$ cat src/rtl/core/dpd_pkg.sv
package dpd_pkg;

  localparam logic [7:0] ChStart = 8'h24;
  localparam logic [7:0] ChEnd   = 8'h23;
  localparam logic [7:0] ChAck   = 8'h2B;
  localparam logic [7:0] ChNak   = 8'h2D;

  localparam int unsigned ResDepth = 4;
  localparam int unsigned ResPtrW  = $clog2(ResDepth);
  localparam int unsigned ResCntW  = $clog2(ResDepth + 1);

  typedef enum logic [1:0] {
    PH_IDLE = 2'd0,
    PH_DATA = 2'd1,
    PH_DIG1 = 2'd2,
    PH_DIG2 = 2'd3
  } phase_e;

  typedef enum logic [1:0] {
    KIND_DATA = 2'd0,
    KIND_GOOD = 2'd1,
    KIND_BAD  = 2'd2,
    KIND_RETX = 2'd3
  } kind_e;

  typedef struct packed {
    logic       ok;
    logic [3:0] val;
  } hex_t;

  typedef struct packed {
    kind_e      kind;
    logic [7:0] data;
    logic       last;
  } result_t;

  function automatic hex_t hex_value(input logic [7:0] c);
    hex_t h;
    h.ok  = 1'b1;
    h.val = 4'd0;
    if (c >= 8'h30 && c <= 8'h39) begin
      h.val = 4'(c - 8'h30);
    end else if (c >= 8'h41 && c <= 8'h46) begin
      h.val = 4'(c - 8'h41 + 8'd10);
    end else if (c >= 8'h61 && c <= 8'h66) begin
      h.val = 4'(c - 8'h61 + 8'd10);
    end else begin
      h.ok = 1'b0;
    end
    return h;
  endfunction

endpackage

$ cat src/rtl/core/dpd_stream_if.sv
interface dpd_in_if;
  logic       valid;
  logic       ready;
  logic       action;
  logic [7:0] rx_byte;

  modport source (output valid, output action, output rx_byte, input ready);
  modport sink   (input valid, input action, input rx_byte, output ready);
endinterface

interface dpd_out_if;
  logic       valid;
  logic       ready;
  logic [1:0] result_kind;
  logic [7:0] data_byte;
  logic       last;

  modport source (output valid, output result_kind, output data_byte, output last,
                  input ready);
  modport sink   (input valid, input result_kind, input data_byte, input last,
                  output ready);
endinterface

$ cat src/rtl/core/debug_packet_deframer_core.sv
// Channel | Dir | Payload                          | Handshake
// in_i    | in  | action, rx_byte                  | valid/ready
// out_o   | out | result_kind, data_byte, last     | valid/ready
//
// One request per cycle while ready is high; framing and checksum resolve in
// the accepting cycle. A request yields 0..2 results, queued in a 4-entry
// result buffer. Input ready while at least two buffer slots are free; a nak
// while an ack is awaited adds a retransmit to the framed result.
// Async active-low reset: idle phase, sum and ack flag cleared, buffer empty.
module debug_packet_deframer_core (
  input  logic       clk_i,
  input  logic       rst_ni,
  dpd_in_if.sink     in_i,
  dpd_out_if.source  out_o
);

  dpd_pkg::phase_e  phase_q, phase_d;
  logic [7:0]       sum_q, sum_d;
  logic [3:0]       hi_q, hi_d;
  logic             hi_ok_q, hi_ok_d;
  logic             ack_q, ack_d;

  dpd_pkg::result_t                 buf_q [dpd_pkg::ResDepth];
  logic [dpd_pkg::ResPtrW-1:0]      wptr_q, rptr_q;
  logic [dpd_pkg::ResCntW-1:0]      cnt_q;

  logic             acc, pop;
  logic             skip, retx, frm_res;
  dpd_pkg::kind_e   frm_kind;
  logic [7:0]       frm_data;
  dpd_pkg::hex_t    hx;
  dpd_pkg::result_t e0, e1;
  logic [1:0]       n_res;
  logic [7:0]       c;

  assign c         = in_i.rx_byte;
  assign in_i.ready = (cnt_q <= dpd_pkg::ResCntW'(dpd_pkg::ResDepth - 2));
  assign acc       = in_i.valid && in_i.ready;
  assign pop       = out_o.valid && out_o.ready;
  assign hx        = dpd_pkg::hex_value(c);

  always_comb begin
    phase_d  = phase_q;
    sum_d    = sum_q;
    hi_d     = hi_q;
    hi_ok_d  = hi_ok_q;
    ack_d    = ack_q;
    skip     = 1'b0;
    retx     = 1'b0;
    frm_res  = 1'b0;
    frm_kind = dpd_pkg::KIND_DATA;
    frm_data = 8'd0;
    if (in_i.action) begin
      ack_d = 1'b1;
      skip  = 1'b1;
    end else if (ack_q) begin
      if (c == dpd_pkg::ChAck || c == dpd_pkg::ChStart) begin
        ack_d = 1'b0;
      end else if (c == dpd_pkg::ChNak) begin
        retx = 1'b1;
      end else begin
        skip = 1'b1;
      end
    end
    if (!skip) begin
      case (phase_q)
        dpd_pkg::PH_IDLE: begin
          if (c == dpd_pkg::ChStart) begin
            phase_d = dpd_pkg::PH_DATA;
            sum_d   = 8'd0;
            hi_d    = 4'd0;
            hi_ok_d = 1'b0;
          end
        end
        dpd_pkg::PH_DATA: begin
          if (c == dpd_pkg::ChEnd) begin
            phase_d = dpd_pkg::PH_DIG1;
          end else begin
            sum_d    = sum_q + c;
            frm_res  = 1'b1;
            frm_data = c;
          end
        end
        dpd_pkg::PH_DIG1: begin
          hi_ok_d = hx.ok;
          hi_d    = hx.val;
          phase_d = dpd_pkg::PH_DIG2;
        end
        default: begin
          frm_res  = 1'b1;
          frm_kind = (hi_ok_q && hx.ok && {hi_q, hx.val} == sum_q) ?
                     dpd_pkg::KIND_GOOD : dpd_pkg::KIND_BAD;
          phase_d  = dpd_pkg::PH_IDLE;
        end
      endcase
    end
  end

  always_comb begin
    e1.kind = frm_kind;
    e1.data = frm_data;
    e1.last = 1'b1;
    if (retx) begin
      e0.kind = dpd_pkg::KIND_RETX;
      e0.data = 8'd0;
      e0.last = !frm_res;
    end else begin
      e0 = e1;
    end
    n_res = {1'b0, retx} + {1'b0, frm_res};
  end

  always_ff @(posedge clk_i or negedge rst_ni) begin
    if (!rst_ni) begin
      phase_q <= dpd_pkg::PH_IDLE;
      sum_q   <= 8'd0;
      hi_q    <= 4'd0;
      hi_ok_q <= 1'b0;
      ack_q   <= 1'b0;
    end else if (acc) begin
      phase_q <= phase_d;
      sum_q   <= sum_d;
      hi_q    <= hi_d;
      hi_ok_q <= hi_ok_d;
      ack_q   <= ack_d;
    end
  end

  always_ff @(posedge clk_i) begin
    if (acc && n_res != 2'd0) begin
      buf_q[wptr_q] <= e0;
    end
    if (acc && n_res == 2'd2) begin
      buf_q[wptr_q + dpd_pkg::ResPtrW'(1)] <= e1;
    end
  end

  always_ff @(posedge clk_i or negedge rst_ni) begin
    if (!rst_ni) begin
      wptr_q <= '0;
      rptr_q <= '0;
      cnt_q  <= '0;
    end else begin
      if (acc) begin
        wptr_q <= wptr_q + dpd_pkg::ResPtrW'(n_res);
      end
      if (pop) begin
        rptr_q <= rptr_q + dpd_pkg::ResPtrW'(1);
      end
      cnt_q <= cnt_q + (acc ? dpd_pkg::ResCntW'(n_res) : '0)
                     - dpd_pkg::ResCntW'(pop);
    end
  end

  assign out_o.valid       = (cnt_q != '0);
  assign out_o.result_kind = buf_q[rptr_q].kind;
  assign out_o.data_byte   = buf_q[rptr_q].data;
  assign out_o.last        = buf_q[rptr_q].last;

endmodule
$ cat src/flat_wrapper.sv
// flat-port wrapper written by rule: the top's interface ports become plain ports
module debug_packet_deframer_core_flat 
  (clk_i, rst_ni, in_i_valid, in_i_action, in_i_rx_byte, in_i_ready, out_o_valid, out_o_result_kind, out_o_data_byte, out_o_last, out_o_ready);
  dpd_in_if in_i_i ();
  dpd_out_if out_o_i ();
  input  logic clk_i;
  input  logic rst_ni;
  input wire logic [$bits(in_i_i.valid)-1:0] in_i_valid;
  input wire logic [$bits(in_i_i.action)-1:0] in_i_action;
  input wire logic [$bits(in_i_i.rx_byte)-1:0] in_i_rx_byte;
  output wire logic [$bits(in_i_i.ready)-1:0] in_i_ready;
  output wire logic [$bits(out_o_i.valid)-1:0] out_o_valid;
  output wire logic [$bits(out_o_i.result_kind)-1:0] out_o_result_kind;
  output wire logic [$bits(out_o_i.data_byte)-1:0] out_o_data_byte;
  output wire logic [$bits(out_o_i.last)-1:0] out_o_last;
  input wire logic [$bits(out_o_i.ready)-1:0] out_o_ready;
  assign in_i_i.valid = in_i_valid;
  assign in_i_i.action = in_i_action;
  assign in_i_i.rx_byte = in_i_rx_byte;
  assign in_i_ready = in_i_i.ready;
  assign out_o_valid = out_o_i.valid;
  assign out_o_result_kind = out_o_i.result_kind;
  assign out_o_data_byte = out_o_i.data_byte;
  assign out_o_last = out_o_i.last;
  assign out_o_i.ready = out_o_ready;
  debug_packet_deframer_core u_core (.clk_i(clk_i), .rst_ni(rst_ni), .in_i(in_i_i), .out_o(out_o_i));
endmodule
$ cat config.mk
export PLATFORM = sky130hd
export DESIGN_NAME = debug_packet_deframer_core_flat
export DESIGN_NICKNAME = d
export VERILOG_FILES = /design/src/rtl/core/dpd_pkg.sv /design/src/rtl/core/dpd_stream_if.sv /design/src/rtl/core/debug_packet_deframer_core.sv /design/src/flat_wrapper.sv
export SDC_FILE = /design/constraint.sdc
export NUM_CORES = 1
export LEC_CHECK = 0
export BUFFER_PORTS_ARGS = -buffer_cell sky130_fd_sc_hd__buf_2
export CAP_MARGIN = 20
export CORE_ASPECT_RATIO = 0.5
export CORE_UTILIZATION = 25
export DETAILED_ROUTE_END_ITERATION = 6
export GPL_ROUTABILITY_DRIVEN = 0
export PLACE_DENSITY = 0.42
export SYNTH_ARGS = -nofsm -noshare
export SYNTH_HDL_FRONTEND = slang
export SYNTH_SLANG_ARGS = --single-unit
export TNS_END_PERCENT = 10
$ cat constraint.sdc
create_clock -name clk_i -period 9.3 [get_ports clk_i]
set_input_delay 0.465 -clock clk_i [delete_from_list [all_inputs] [get_ports clk_i]]
set_output_delay 0.465 -clock clk_i [all_outputs]
set_load 0.03 [all_outputs]
==> results.ini <==
[floorplan]
core_sq_um = 15500
rows = 32
ios = 26
fp.dieH_um = 91.0
initial_utilization_pct = 25.6
dieArea_sq_um = 16400
die_x_um = 180

[sta]
slew_violations = 0
fin_ws_ns = 5.62
finClkSkew_ns = 0.00785
finalSetupTns_ns = 0
tightest_slew_ns = 1.04
fmax_ghz = 0.271
rsz0062_at_grt = false
setup_violations = 0
slew-limit-headroom_pct = 30.5
finalCritPeriodShare_pct = 39.6
hold_violations = 0
period_needed_ns = 3.68

[logic_synthesis]
async_flop_share_pct = 34.3
yosys.area_share.simple_pct = 16.2
synth_xor_area_share_pct = 4.77
synthAdderAreaFrac_pct = 8.59
synth_flop_cell = edfxtp_1
synth_cells = 364
ys_types = 61
ys_ff_latch = 67
yosysSeqAreaShare_pct = 46.8
avgSynthCellArea_sq_um = 10.9
ys.warnings.count = 0
synthMuxAreaShare_pct = 8.05
synth_compound_area_share_pct = 11.6
syn-num-nets = 403
synth_top_family_by_area = simple AND/OR/NAND/NOR gates
synth_edf_count = 40
netlist_area_sq_um = 3960

[routing]
vias_per_cell = 4.65
dr.pass1.iters = 4
wl_mm = 9.63
vias = 2766
first_iter_violations = 99
routedWlPerCell_um = 16.2
antenna_left = 0
drcViolationCount = 0

[placed_design]
dpl_worst_slack_ns = 5.28
io_buffers = 25
hpwl_mm = 6.86

[clock_tree]
hold_buffers = 0
insertion_delay_ns = 0.34
cts-buffers-inserted = 9
post_cts_resized = 0
clock_path_buffers = 2
cts_tree = built
clock-sinks = 67
htree_levels = 3
clk_pin_slew_ns = 0.06
root_buffer = clkbuf_16
cts_setup_buffers = 0

[global_routing]
grt_max_degree = 24
grtUsageTotal_pct = 12.5
grt_antenna_before_repair = 0
grt_pass1_vias = 2729
grt_overflow = 0
grt_first_pass_wirelength_mm = 15.4

[run]
maxCapViolations = 0

[critical_path]
crit_fanout = 11
path_class = in2reg
start_kind = primary input
endpoint_kind = register
critPathRequiredTime_ns = 9.47
crit_arrival_ns = 3.85

[power_and_ir_drop]
ir_worst_vdd_v = 0.0000834
powerDensity_nw_per_um2 = 261
p_leak_nw = 1.78

[finish]
area_growth_pct = 15.0
final_common_cell = edfxtp_1
final_cell_mix = edfxtp_1 (40), nand2_1 (32), nor2_1 (30)
n_fill_cell = 1581
fin_nets = 425
num_antenna_cells = 0
drive_gt1_share_pct = 15.1

[min_path]
worstHoldPathType = in2async

[status]
status = complete, no violations

-- through the flow --
stage	util [%]	total power (W)	hold slack, ns	cells	instance area [sq um]
4_1_cts	29.5	0.00121	0.185	595	4560
3_3_place_gp	27.7	0.000883	0.472	579	4280
6_report	29.5	0.00119	0.162	595	4560
5_1_grt	29.5	0.00126	0.202	595	4560
3_5_place_dp	27.7	0.000879	0.471	579	4280
2_1_floorplan	-	0.000764	0.169	364	3960
-- worst paths after layout --
path | endpoint | start | slack, ns | cells after the start
setup reg to reg | u_core.buf_q[2][10] | u_core.phase_q[1] | 5.74 | 11
hold reg to reg | u_core.buf_q[0][0] | u_core.buf_q[0][0] | 0.47 | 2
setup / recovery | u_core.buf_q[2][10] | in_i_rx_byte[4] | 5.62 | 12
hold / removal | u_core.rptr_q[0] | rst_ni | 0.16 | 1
max in group asynchronous | u_core.hi_q[3] | rst_ni | 8.69 | 1
min in group clk_i | u_core.ack_q | in_i_action | 0.43 | 2
-- metal layers --
layer  track usage (%)  routed length, um  part of all wire (%)
met3              3.17                268                   2.8
met1              17.1               4990                    52
met2              19.1               4280                    44
met4              3.99                 92                  0.96
met5                 0                  0                     0
-- worst max-delay path: stages --
cell and delay (ns):
buf_2 0.15, or4b_1 0.66, a21o_1 0.25, a31oi_4 0.25
o21a_1 0.21, inv_1 0.05, ha_1 0.24, nor2_1 0.28
a21oi_1 0.11, nor2_1 0.78, nand3_1 0.17, o21ai_0 0.22
-- state kept, by name, summed over array words and instances (netlist names) --
register,count
u_core.buf_q,44
u_core.sum_q,8
u_core.hi_q,4
u_core.cnt_q,3
u_core.phase_q,2
u_core.rptr_q,2
u_core.wptr_q,2
u_core.ack_q,1
u_core.hi_ok_q,1
-- report_power, final --
group | leakage [nW] | internal [W] | total [W] | switching, W
sequential | 0.684 | 0.000350 | 0.000429 | 0.0000787
combinational | 0.960 | 0.000190 | 0.000440 | 0.000250
clock | 0.136 | 0.000182 | 0.000323 | 0.000140
total | 1.78 | 0.000722 | 0.00119 | 0.000469
-- kinds of logic after synthesis --
group | Yosys count
muxes | 18
and+or+nand+nor | 128
xor gates and xnor gates | 20
adders and majority gates | 26
DFF | 67
AOI/OAI and AO/OA | 66
buffers and inverters | 39
-- synthesized netlist by cell type, types with 4 or more instances --
library cell,n,area share (%)
inv_1,24,2.3
a21o_1,5,0.95
dfrtp_1,23,15
xnor2_1,10,2.2
edfxtp_1,40,30
nand2_1,32,3.0
o22ai_1,6,0.95
mux4_2,11,6.3
nand3_1,13,1.6
nor3_1,8,1.0
o21ai_0,11,1.4
nor2_1,30,2.8
and3_1,4,0.63
xor2_1,9,2.0
a21oi_1,14,1.8
mux2i_1,6,1.5
clkbuf_1,9,0.85
dfxtp_1,4,2.0
o2bb2ai_1,4,0.88
ha_1,24,7.6
and2_1,19,3.0
-- cell type report --
class | instances | area, sq um | area share [%]
Multi-Input combinational cell | 258 | 1950 | 42.7
Timing Repair Buffer | 26 | 133 | 2.91
Clock buffer | 9 | 225 | 4.94
Tap cell | 204 | 255 | 5.60
Sequential cell | 67 | 1860 | 40.7
Inverter | 24 | 90.1 | 1.98
Clock inverter | 7 | 52.6 | 1.15
No activity file was read; power rests on OpenSTA's default activity.
